## config.mk

```make
export PLATFORM = sky130hd
export DESIGN_NAME = gamepad_input_conditioner_core
export DESIGN_NICKNAME = d
export VERILOG_FILES = /design/src/rtl/gic_pkg.sv /design/src/rtl/gic_div.sv /design/src/rtl/gic_btn.sv /design/src/rtl/gamepad_input_conditioner_core.sv
export SDC_FILE = /design/constraint.sdc
export NUM_CORES = 1
export LEC_CHECK = 0
export ABC_AREA = 1
export BUFFER_PORTS_ARGS = -buffer_cell sky130_fd_sc_hd__buf_2
export CORE_UTILIZATION = 65
export CTS_BUF_LIST = sky130_fd_sc_hd__clkbuf_4 sky130_fd_sc_hd__clkbuf_8
export DETAILED_ROUTE_END_ITERATION = 12
export GPL_TIMING_DRIVEN = 0
export HOLD_SLACK_MARGIN = 0.03
export PLACE_DENSITY = 0.93
export SYNTH_ARGS = -nofsm -noshare
export SYNTH_HDL_FRONTEND = slang
export SYNTH_SLANG_ARGS = --single-unit
```

## constraint.sdc

```tcl
create_clock -name clk_i -period 7.74 [get_ports clk_i]
set_clock_uncertainty 0.2 [all_clocks]
set_input_delay 1.548 -clock clk_i [delete_from_list [all_inputs] [get_ports clk_i]]
set_output_delay 1.548 -clock clk_i [all_outputs]
set_load 0.02 [all_outputs]
```

## src/rtl/gic_pkg.sv

```systemverilog
// Package with shared widths, register codes, reset values and types of the gamepad conditioner.
`timescale 1ns / 1ps
package gic_pkg;

  localparam int PadCountDef  = 4;
  localparam int PadW         = 2;
  localparam int BtnW         = 16;
  localparam int TrigW        = 8;
  localparam int AxisW        = 16;
  localparam int AxisOutW     = 17;
  localparam int AxisCount    = 4;
  localparam int DzW          = 15;
  localparam int CfgIdxW      = 2;
  localparam int CfgDataW     = 15;
  localparam int LtBit        = 10;
  localparam int RtBit        = 11;

  localparam int DivSteps     = 16;
  localparam int DivCntW      = $clog2(DivSteps + 1);
  localparam int DividendW    = 31;
  localparam int DivisorW     = 16;

  localparam int InDataW      = 96;
  localparam int InUserW      = 3;
  localparam int OutDataW     = 136;
  localparam int OutUserW     = 1;

  localparam logic [DzW-1:0]   DeadzoneRst = 15'd6554;
  localparam logic [TrigW-1:0] PressRst    = 8'd64;
  localparam logic [TrigW-1:0] ReleaseRst  = 8'd38;

  typedef enum logic [CfgIdxW-1:0] {
    CFG_DEADZONE = 2'd0,
    CFG_PRESS    = 2'd1,
    CFG_RELEASE  = 2'd2,
    CFG_UNUSED   = 2'd3
  } cfg_idx_e;

  typedef struct packed {
    logic            active;
    logic [BtnW-1:0] down;
    logic [BtnW-1:0] pressed;
    logic [BtnW-1:0] released;
  } btn_res_t;

endpackage

```

## src/rtl/gic_div.sv

```systemverilog
// Shared restoring divider, one quotient bit per cycle.
`timescale 1ns / 1ps
module gic_div
  import gic_pkg::*;
(
  input  logic                 clk_i,
  input  logic                 rst_ni,
  input  logic                 start_i,
  input  logic [DividendW-1:0] dividend_i,
  input  logic [DivisorW-1:0]  divisor_i,
  output logic                 busy_o,
  output logic                 done_o,
  output logic [DivSteps-1:0]  quotient_o
);

  logic [DivisorW-1:0] rem_q, rem_d;
  logic [DivSteps-1:0] quo_q, quo_d;
  logic [DivisorW-1:0] den_q;
  logic [DivCntW-1:0]  cnt_q;
  logic                busy_q;
  logic                done_q;
  logic [DivisorW+1:0] trial;
  logic                fits;

  assign trial = {1'b0, rem_q, quo_q[DivSteps-1]} - {2'b00, den_q};
  assign fits  = ~trial[DivisorW+1];

  always_comb begin
    rem_d = fits ? trial[DivisorW-1:0] : {rem_q[DivisorW-2:0], quo_q[DivSteps-1]};
    quo_d = {quo_q[DivSteps-2:0], fits};
  end

  always_ff @(posedge clk_i or negedge rst_ni) begin
    if (!rst_ni) begin
      rem_q  <= '0;
      quo_q  <= '0;
      den_q  <= '0;
      cnt_q  <= '0;
      busy_q <= 1'b0;
      done_q <= 1'b0;
    end else begin
      done_q <= ~start_i & busy_q & (cnt_q == DivCntW'(1));
      if (start_i) begin
        rem_q  <= {1'b0, dividend_i[DividendW-1:DivSteps]};
        quo_q  <= dividend_i[DivSteps-1:0];
        den_q  <= divisor_i;
        cnt_q  <= DivCntW'(DivSteps);
        busy_q <= 1'b1;
      end else if (busy_q) begin
        rem_q <= rem_d;
        quo_q <= quo_d;
        cnt_q <= cnt_q - 1'b1;
        if (cnt_q == DivCntW'(1)) begin
          busy_q <= 1'b0;
        end
      end
    end
  end

  assign busy_o     = busy_q;
  assign done_o     = done_q;
  assign quotient_o = quo_q;

endmodule

```

## src/rtl/gic_btn.sv

```systemverilog
// Per-pad button history, trigger hysteresis and edge masks.
`timescale 1ns / 1ps
module gic_btn
  import gic_pkg::*;
#(
  parameter int PAD_COUNT = PadCountDef
) (
  input  logic             clk_i,
  input  logic             rst_ni,
  input  logic             upd_i,
  input  logic [PadW-1:0]  pad_i,
  input  logic             present_i,
  input  logic [BtnW-1:0]  raw_i,
  input  logic [TrigW-1:0] lt_i,
  input  logic [TrigW-1:0] rt_i,
  input  logic [TrigW-1:0] press_i,
  input  logic [TrigW-1:0] release_i,
  output btn_res_t         res_o
);

  localparam int IdxW = (PAD_COUNT > 1) ? $clog2(PAD_COUNT) : 1;

  logic [BtnW-1:0] prev_q [PAD_COUNT];
  logic            in_range;
  logic [IdxW-1:0] idx;
  logic [BtnW-1:0] prev;
  logic [BtnW-1:0] down;
  logic            lt_down;
  logic            rt_down;

  assign in_range = (int'(pad_i) < PAD_COUNT);
  assign idx      = IdxW'(pad_i);
  assign prev     = in_range ? prev_q[idx] : '0;

  always_comb begin
    lt_down = prev[LtBit] ? (lt_i > release_i) : (lt_i >= press_i);
    rt_down = prev[RtBit] ? (rt_i > release_i) : (rt_i >= press_i);
    down        = raw_i;
    down[LtBit] = lt_down;
    down[RtBit] = rt_down;
    res_o.active   = in_range & present_i;
    res_o.down     = res_o.active ? down : '0;
    res_o.pressed  = res_o.active ? (down & ~prev) : '0;
    res_o.released = res_o.active ? (prev & ~down) : '0;
  end

  always_ff @(posedge clk_i or negedge rst_ni) begin
    if (!rst_ni) begin
      for (int i = 0; i < PAD_COUNT; i++) begin
        prev_q[i] <= '0;
      end
    end else if (upd_i && in_range) begin
      prev_q[idx] <= present_i ? down : '0;
    end
  end

endmodule

```

## src/rtl/gamepad_input_conditioner_core.sv

```systemverilog
// Top level of the gamepad conditioner: stream ports, configuration and axis sequencer.
`timescale 1ns / 1ps
// One poll in, one conditioned result out. A poll is taken only while the block is idle.
// The stick axes are then worked in turn: an axis outside the deadzone takes a setup
// step in ST_LOAD, the 16 steps of the shared one-bit-per-cycle divider and a collect
// step in ST_DIV, an axis inside the deadzone is set to zero in ST_LOAD, and a poll of a
// missing or out-of-range pad skips the sticks. A finished result waits in the output
// register; the next poll is accepted once it has been handed over to that register.
// Configuration writes are taken in any cycle.
module gamepad_input_conditioner_core
  import gic_pkg::*;
#(
  parameter int PAD_COUNT = PadCountDef
) (
  input  logic                clk_i,
  input  logic                rst_ni,
  input  logic                cfg_valid_i,
  output logic                cfg_ready_o,
  input  logic [CfgIdxW-1:0]  cfg_index_i,
  input  logic [CfgDataW-1:0] cfg_data_i,
  input  logic                s_axis_tvalid,
  output logic                s_axis_tready,
  // raw_buttons, left_trigger_raw, right_trigger_raw, thumb_lx, thumb_ly, thumb_rx, thumb_ry
  input  logic [InDataW-1:0]  s_axis_tdata,
  // pad_number, pad_present
  input  logic [InUserW-1:0]  s_axis_tuser,
  output logic                m_axis_tvalid,
  input  logic                m_axis_tready,
  // buttons_down, buttons_pressed, buttons_released, left_x, left_y, right_x, right_y,
  // left_trigger_level, right_trigger_level, zero fill
  output logic [OutDataW-1:0] m_axis_tdata,
  // present_out
  output logic [OutUserW-1:0] m_axis_tuser
);

  typedef enum logic [1:0] {
    ST_IDLE,
    ST_LOAD,
    ST_DIV,
    ST_FINISH
  } state_e;

  state_e state_q;

  logic [DzW-1:0]   dz_q;
  logic [TrigW-1:0] press_q;
  logic [TrigW-1:0] release_q;

  logic [PadW-1:0]         pad_q;
  logic                    present_q;
  logic [BtnW-1:0]         raw_q;
  logic [TrigW-1:0]        lt_q;
  logic [TrigW-1:0]        rt_q;
  logic signed [AxisW-1:0] in_axis_q [AxisCount];
  logic [1:0]              axis_cnt_q;
  logic                    neg_q;
  logic signed [AxisOutW-1:0] axis_q [AxisCount];

  logic                       out_valid_q;
  logic                       out_present_q;
  btn_res_t                   out_btn_q;
  logic signed [AxisOutW-1:0] out_axis_q [AxisCount];
  logic [TrigW-1:0]           out_lt_q;
  logic [TrigW-1:0]           out_rt_q;

  btn_res_t btn_res;
  logic     btn_upd;

  logic                 div_start;
  logic                 div_busy;
  logic                 div_done;
  logic [DivSteps-1:0]  div_quo;
  logic [DividendW-1:0] dividend;
  logic [DivisorW-1:0]  divisor;

  logic [AxisW-1:0]    cur;
  logic                cur_neg;
  logic [AxisW:0]      mag;
  logic [AxisW:0]      dz_ext;
  logic                in_dz;
  logic [AxisW-1:0]    diff;
  logic [AxisOutW-1:0] q_ext;
  logic                in_accept;
  logic                out_free;

  assign cfg_ready_o = 1'b1;

  always_ff @(posedge clk_i or negedge rst_ni) begin
    if (!rst_ni) begin
      dz_q      <= DeadzoneRst;
      press_q   <= PressRst;
      release_q <= ReleaseRst;
    end else if (cfg_valid_i) begin
      unique case (cfg_idx_e'(cfg_index_i))
        CFG_DEADZONE: dz_q      <= cfg_data_i[DzW-1:0];
        CFG_PRESS:    press_q   <= cfg_data_i[TrigW-1:0];
        CFG_RELEASE:  release_q <= cfg_data_i[TrigW-1:0];
        default: ;
      endcase
    end
  end

  assign s_axis_tready = (state_q == ST_IDLE);
  assign in_accept     = s_axis_tvalid & s_axis_tready;
  assign out_free      = ~out_valid_q | m_axis_tready;

  always_comb begin
    cur     = in_axis_q[axis_cnt_q];
    cur_neg = cur[AxisW-1];
    mag     = cur_neg ? (17'h10000 - {1'b0, cur}) : {1'b0, cur};
    if (mag == 17'd32767) begin
      mag = 17'd32768;
    end
    dz_ext   = {2'b00, dz_q};
    in_dz    = (mag <= dz_ext);
    diff     = AxisW'(mag - dz_ext);
    divisor  = DivisorW'(17'd32768 - dz_ext);
    dividend = {diff, 15'd0} + DividendW'(divisor >> 1);
    q_ext    = {1'b0, div_quo};
  end

  assign div_start = (state_q == ST_LOAD) & btn_res.active & ~in_dz;
  assign btn_upd   = (state_q == ST_FINISH) & out_free;

  gic_div u_div (
    .clk_i      (clk_i),
    .rst_ni     (rst_ni),
    .start_i    (div_start),
    .dividend_i (dividend),
    .divisor_i  (divisor),
    .busy_o     (div_busy),
    .done_o     (div_done),
    .quotient_o (div_quo)
  );

  gic_btn #(
    .PAD_COUNT (PAD_COUNT)
  ) u_btn (
    .clk_i     (clk_i),
    .rst_ni    (rst_ni),
    .upd_i     (btn_upd),
    .pad_i     (pad_q),
    .present_i (present_q),
    .raw_i     (raw_q),
    .lt_i      (lt_q),
    .rt_i      (rt_q),
    .press_i   (press_q),
    .release_i (release_q),
    .res_o     (btn_res)
  );

  always_ff @(posedge clk_i or negedge rst_ni) begin
    if (!rst_ni) begin
      state_q       <= ST_IDLE;
      pad_q         <= '0;
      present_q     <= 1'b0;
      raw_q         <= '0;
      lt_q          <= '0;
      rt_q          <= '0;
      axis_cnt_q    <= '0;
      neg_q         <= 1'b0;
      out_valid_q   <= 1'b0;
      out_present_q <= 1'b0;
      out_btn_q     <= '0;
      out_lt_q      <= '0;
      out_rt_q      <= '0;
      for (int i = 0; i < AxisCount; i++) begin
        in_axis_q[i]  <= '0;
        axis_q[i]     <= '0;
        out_axis_q[i] <= '0;
      end
    end else begin
      if (out_valid_q && m_axis_tready && !btn_upd) begin
        out_valid_q <= 1'b0;
      end
      unique case (state_q)
        ST_IDLE: begin
          if (in_accept) begin
            pad_q      <= s_axis_tuser[PadW-1:0];
            present_q  <= s_axis_tuser[PadW];
            raw_q      <= s_axis_tdata[15:0];
            lt_q       <= s_axis_tdata[23:16];
            rt_q       <= s_axis_tdata[31:24];
            for (int i = 0; i < AxisCount; i++) begin
              in_axis_q[i] <= s_axis_tdata[32 + i*AxisW +: AxisW];
            end
            axis_cnt_q <= '0;
            state_q    <= ST_LOAD;
          end
        end
        ST_LOAD: begin
          if (!btn_res.active) begin
            state_q <= ST_FINISH;
          end else if (in_dz) begin
            axis_q[axis_cnt_q] <= '0;
            axis_cnt_q         <= axis_cnt_q + 1'b1;
            if (axis_cnt_q == 2'(AxisCount - 1)) begin
              state_q <= ST_FINISH;
            end
          end else begin
            neg_q   <= cur_neg;
            state_q <= ST_DIV;
          end
        end
        ST_DIV: begin
          if (div_done) begin
            axis_q[axis_cnt_q] <= neg_q ? -$signed(q_ext) : $signed(q_ext);
            axis_cnt_q         <= axis_cnt_q + 1'b1;
            state_q            <= (axis_cnt_q == 2'(AxisCount - 1)) ? ST_FINISH : ST_LOAD;
          end
        end
        ST_FINISH: begin
          if (out_free) begin
            out_valid_q   <= 1'b1;
            out_present_q <= btn_res.active;
            out_btn_q     <= btn_res;
            out_lt_q      <= btn_res.active ? lt_q : '0;
            out_rt_q      <= btn_res.active ? rt_q : '0;
            for (int i = 0; i < AxisCount; i++) begin
              out_axis_q[i] <= btn_res.active ? axis_q[i] : '0;
            end
            state_q <= ST_IDLE;
          end
        end
        default: state_q <= ST_IDLE;
      endcase
    end
  end

  assign m_axis_tvalid = out_valid_q;
  assign m_axis_tuser  = out_present_q;
  assign m_axis_tdata  = {4'd0, out_rt_q, out_lt_q,
                          out_axis_q[3], out_axis_q[2], out_axis_q[1], out_axis_q[0],
                          out_btn_q.released, out_btn_q.pressed, out_btn_q.down};

`ifndef SYNTHESIS
  a_div_start_free: assert property (@(posedge clk_i) disable iff (!rst_ni)
    div_start |-> !div_busy)
    else $error("divider started while busy");

  a_div_done_in_div: assert property (@(posedge clk_i) disable iff (!rst_ni)
    div_done |-> state_q == ST_DIV)
    else $error("divider result outside of divide state");

  a_absent_zero: assert property (@(posedge clk_i) disable iff (!rst_ni)
    (m_axis_tvalid && !m_axis_tuser[0]) |-> m_axis_tdata == '0)
    else $error("result of inactive pad is not zero");

  a_busy_after_accept: assert property (@(posedge clk_i) disable iff (!rst_ni)
    (s_axis_tvalid && s_axis_tready) |=> !s_axis_tready)
    else $error("poll accepted while previous poll in work");
`endif

endmodule
```

==> impl_metrics.tcl <==
set metrics [dict create \
    drt-vias-per-instance 6.18 \
    timing.final.max_slew_violations 0 \
    path_class "reg2reg" \
    drv_cap 0 \
    dr.pass1.iters 6 \
    cts_made_buffers 73 \
    syn_to_final_growth_pct 16.2 \
    timing.fmax_mhz 160 \
    finalPower_w 0.0130 \
    end_kind "flip-flop" \
    status "complete, no violations" \
    arrival_ns 6.61 \
    fin_nets 2854 \
    finalSetupViolations 0 \
    clock-sinks 454 \
    fin_hold_ws_ns 0.271 \
    intPower_w 0.00707 \
    drcViolationCount 0 \
    synth_ff_type "dfrtp_1" \
    clkTransAtPathRegs_ns 0.06 \
    post-route-min-period_ns 6.25 \
    max_slew_margin_pct 31.8 \
    antenna_found_initial 0 \
    wire_per_inst_um 19.9 \
    finalWorstSetupSlack_ns 1.49 \
    ys_ff_latch 454 \
    cp-start-kind "flip-flop" \
    netSwitchingPower_w 0.00591 \
    io_pins 261 \
    synthesis.area_sq_mm 0.0217 \
    synthArstFlopShare_pct 100 \
    overflow 0 \
    htree_levels 3 \
    hold_viol_final 0 \
    crit_top_cell "nand2_1" \
    fp.dieArea_sq_mm 0.0341 \
    ant_nets 0 \
    ir_worst_vdd_mv 0.389 \
    ys_types 57 \
    p_leak_nw 12.9 \
    drive_above_1_share_pct 21.0 \
    power.share.clock_pct 17.1 \
    synth_edf_count 0 \
    hp-class "reg2reg" \
    num_rows 66 \
    clk_latency_ns 0.63 \
    critPathRequiredTime_ns 8.10 \
    io_buffers 253 \
    grt_pass1_wl_um 98600 \
    post_cts_resized 0 \
    cts_tree "done" \
    combPwrFrac_pct 51.2 \
    routed_wirelength_um 62700 \
    powerDensity_mw_per_mm2 515 \
    clockBufferDepth 3 \
    ys_warn_count 0 \
    worst_slew_pin_slew_ns 1.02 \
    slowest_delay_ns 0.41 \
    root_buffer "clkbuf_8" \
    rsz0062_at_grt "false" \
    initial_core_util_pct 66.4 \
    finalSetupTns_ns 0 \
    drt_iter0_drc 2273 \
    dp_slack_ns 1.89 \
    vias 19400 \
    die_y_um 185 \
    cts_setup_buffers 0 \
    cp_max_fo 10 \
    holdBufCountCts 0 \
    core_sq_mm 0.0327 \
    place.gp.congestion 0.944 \
    switching_share_pct 45.6 \
    grtUsageTotal_pct 37.4 \
    slowest_stage "dfrtp_1" \
    grt_max_degree 127 \
    fin_crit_sh_pct 80.7 \
    dp.final_hpwl_um 44200 \
    syn_area_per_cell_sq_um 9.36 \
    ys_seq_area_share_pct 52.4 \
    antenna_cells 0 \
    seqPwrFrac_pct 31.7 \
    netlist_instances 2319 \
    die_w_um 185 \
    grt_pass1_vias 19200 \
]
## placed cells by master, fill, tap and decap left out, drive strengths merged, types with 3 or more instances in the layout
master,Yosys,layout
a21oi,82,82
buf,47,304
nand2,590,590
conb,2,5
inv,185,189
mux2,89,89
nor3,12,12
o21ai,152,152
xor2,21,21
o21a,7,7
nor2,111,111
a21o,3,3
dfstp,11,11
clkbuf,67,185
or2,7,7
ha,77,77
dfrtp,443,443
nand3,174,174
clkinv,2,4
a22o,80,80
o22ai,55,55
a221oi,14,14
o21bai,4,4
nand4,9,9
a32o,18,18
nand3b,9,9
o31ai,15,15
a21boi,4,4
xnor2,10,10
## state kept, by name (all words and copies together), names as in the netlist, 8 cells and up
register / flops
axis_q: 68
dz_q: 15
in_axis_q: 64
lt_q: 8
m_axis_tdata: 116
out_lt_q: 8
out_rt_q: 8
press_q: 8
raw_q: 14
release_q: 8
rt_q: 8
u_btn.prev_q: 64
u_div.den_q: 16
u_div.quotient_o: 16
u_div.rem_q: 16
## metrics by stage
| stage | cells | utilization [%] | cell area [sq um] |
|---|---|---|---|
| 2_1_floorplan | 2322 | - | 21700 |
| 3_3_place_gp | 3017 | 72.0 | 23500 |
| 3_5_place_dp | 3021 | 72.4 | 23700 |
| 4_1_cts | 3147 | 77.2 | 25200 |
| 5_1_grt | 3147 | 77.2 | 25200 |
| 6_report | 3147 | 77.2 | 25200 |
## synthesized netlist by cell type, types with 3 or more instances
library cell / count / area (sq um)
nor3_1: 12 / 60.1
clkbuf_1: 67 / 251
nand3_1: 168 / 841
o21bai_1: 4 / 30.0
buf_6: 12 / 135
mux2_2: 89 / 1000
o21ai_0: 138 / 691
dfrtp_1: 443 / 11100
xor2_1: 21 / 184
o21a_1: 7 / 52.6
inv_1: 173 / 649
nor2_1: 103 / 387
a221oi_1: 14 / 123
or2_2: 6 / 37.5
nand2_1: 577 / 2170
o21ai_1: 14 / 70.1
nand2_2: 11 / 68.8
a21o_1: 3 / 22.5
a21oi_1: 82 / 410
a32o_1: 18 / 180
nand3_2: 4 / 40.0
a22o_1: 80 / 701
nand4_1: 9 / 56.3
a21boi_0: 3 / 22.5
xnor2_1: 10 / 87.6
nor2_4: 3 / 33.8
o22ai_1: 55 / 344
buf_4: 14 / 105
buf_1: 8 / 30.0
nor2_2: 5 / 31.3
o31ai_1: 15 / 113
buf_2: 13 / 65.1
inv_2: 11 / 41.3
ha_1: 77 / 963
nand3b_1: 9 / 67.6
dfstp_2: 11 / 289
## power by group through the flow
| stage | Combinational, W | Sequential (W) | Clock [W] |
|---|---|---|---|
| after global routing | 0.00728 | 0.00419 | 0.00232 |
| after detailed placement | 0.00641 | 0.00409 | 0 |
| final | 0.00665 | 0.00411 | 0.00222 |
| after CTS | 0.00651 | 0.00407 | 0.00222 |
| after floorplan | 0.00436 | 0.00421 | 0 |
| after global placement | 0.00614 | 0.00404 | 0 |
## kinds of logic (layout without fill, tap and decap cells)
| group | Yosys count | after routing | synth area share, % |
|---|---|---|---|
| multiplexers | 89 | 89 | 4.61 |
| flip-flops | 454 | 454 | 52.4 |
| AO/OA/AOI/OAI | 445 | 445 | 13.2 |
| XOR/XNOR | 31 | 31 | 1.25 |
| adder cells (fa/ha/maj) | 79 | 79 | 4.62 |
| AND/OR/NAND/NOR | 918 | 918 | 18.0 |
| other | 2 | 5 | 0.0346 |
| buffers and inverters | 301 | 684 | 5.95 |
## final cells by class
| cell class | instances | area (sq um) |
|---|---|---|
| Sequential cell | 454 | 11400 |
| Multi-Input combinational cell | 1567 | 9060 |
| Fill cell | 2067 | 7470 |
| Clock buffer | 118 | 1460 |
| Timing Repair Buffer | 257 | 1390 |
| Inverter | 187 | 704 |
| Buffer | 114 | 587 |
| Tap cell | 442 | 553 |
| Clock inverter | 8 | 108 |
## path summary, 6_finish.rpt
path / from / to / slack [ns] / depth (start not counted)
min in group asynchronous: rst_ni / raw_q[5]$_DFFE_PN0P_ / 0.59 / 1
max in group asynchronous: rst_ni / dz_q[8]$_DFFE_PN1P_ / 5.52 / 3
min reg2reg: axis_q[24]$_DFFE_PN0P_ / m_axis_tdata[89]$_DFFE_PN0P_ / 0.27 / 1
min: axis_q[24]$_DFFE_PN0P_ / m_axis_tdata[89]$_DFFE_PN0P_ / 0.27 / 1
max reg2reg: axis_cnt_q[0]$_DFFE_PN0P_ / axis_q[37]$_DFFE_PN0P_ / 1.49 / 32
max: axis_cnt_q[0]$_DFFE_PN0P_ / axis_q[37]$_DFFE_PN0P_ / 1.49 / 32
## metal layers
metal | GRT usage [%] | share of wire (%)
met5 | 0 | 0
met4 | 22.5 | 5.8
met3 | 7.26 | 8.8
met2 | 58.6 | 46
met1 | 48.6 | 39
## worst max-delay path: cells and delay by family, from the launching register on
family,cells,cell delay [ns]
adder cells (fa/ha/maj),2,0.56
flip-flops,1,0.41
AO/OA/AOI/OAI,6,1.66
buffers and inverters,6,1.22
AND/OR/NAND/NOR,18,2.10
(Power assumes the default switching activity.)
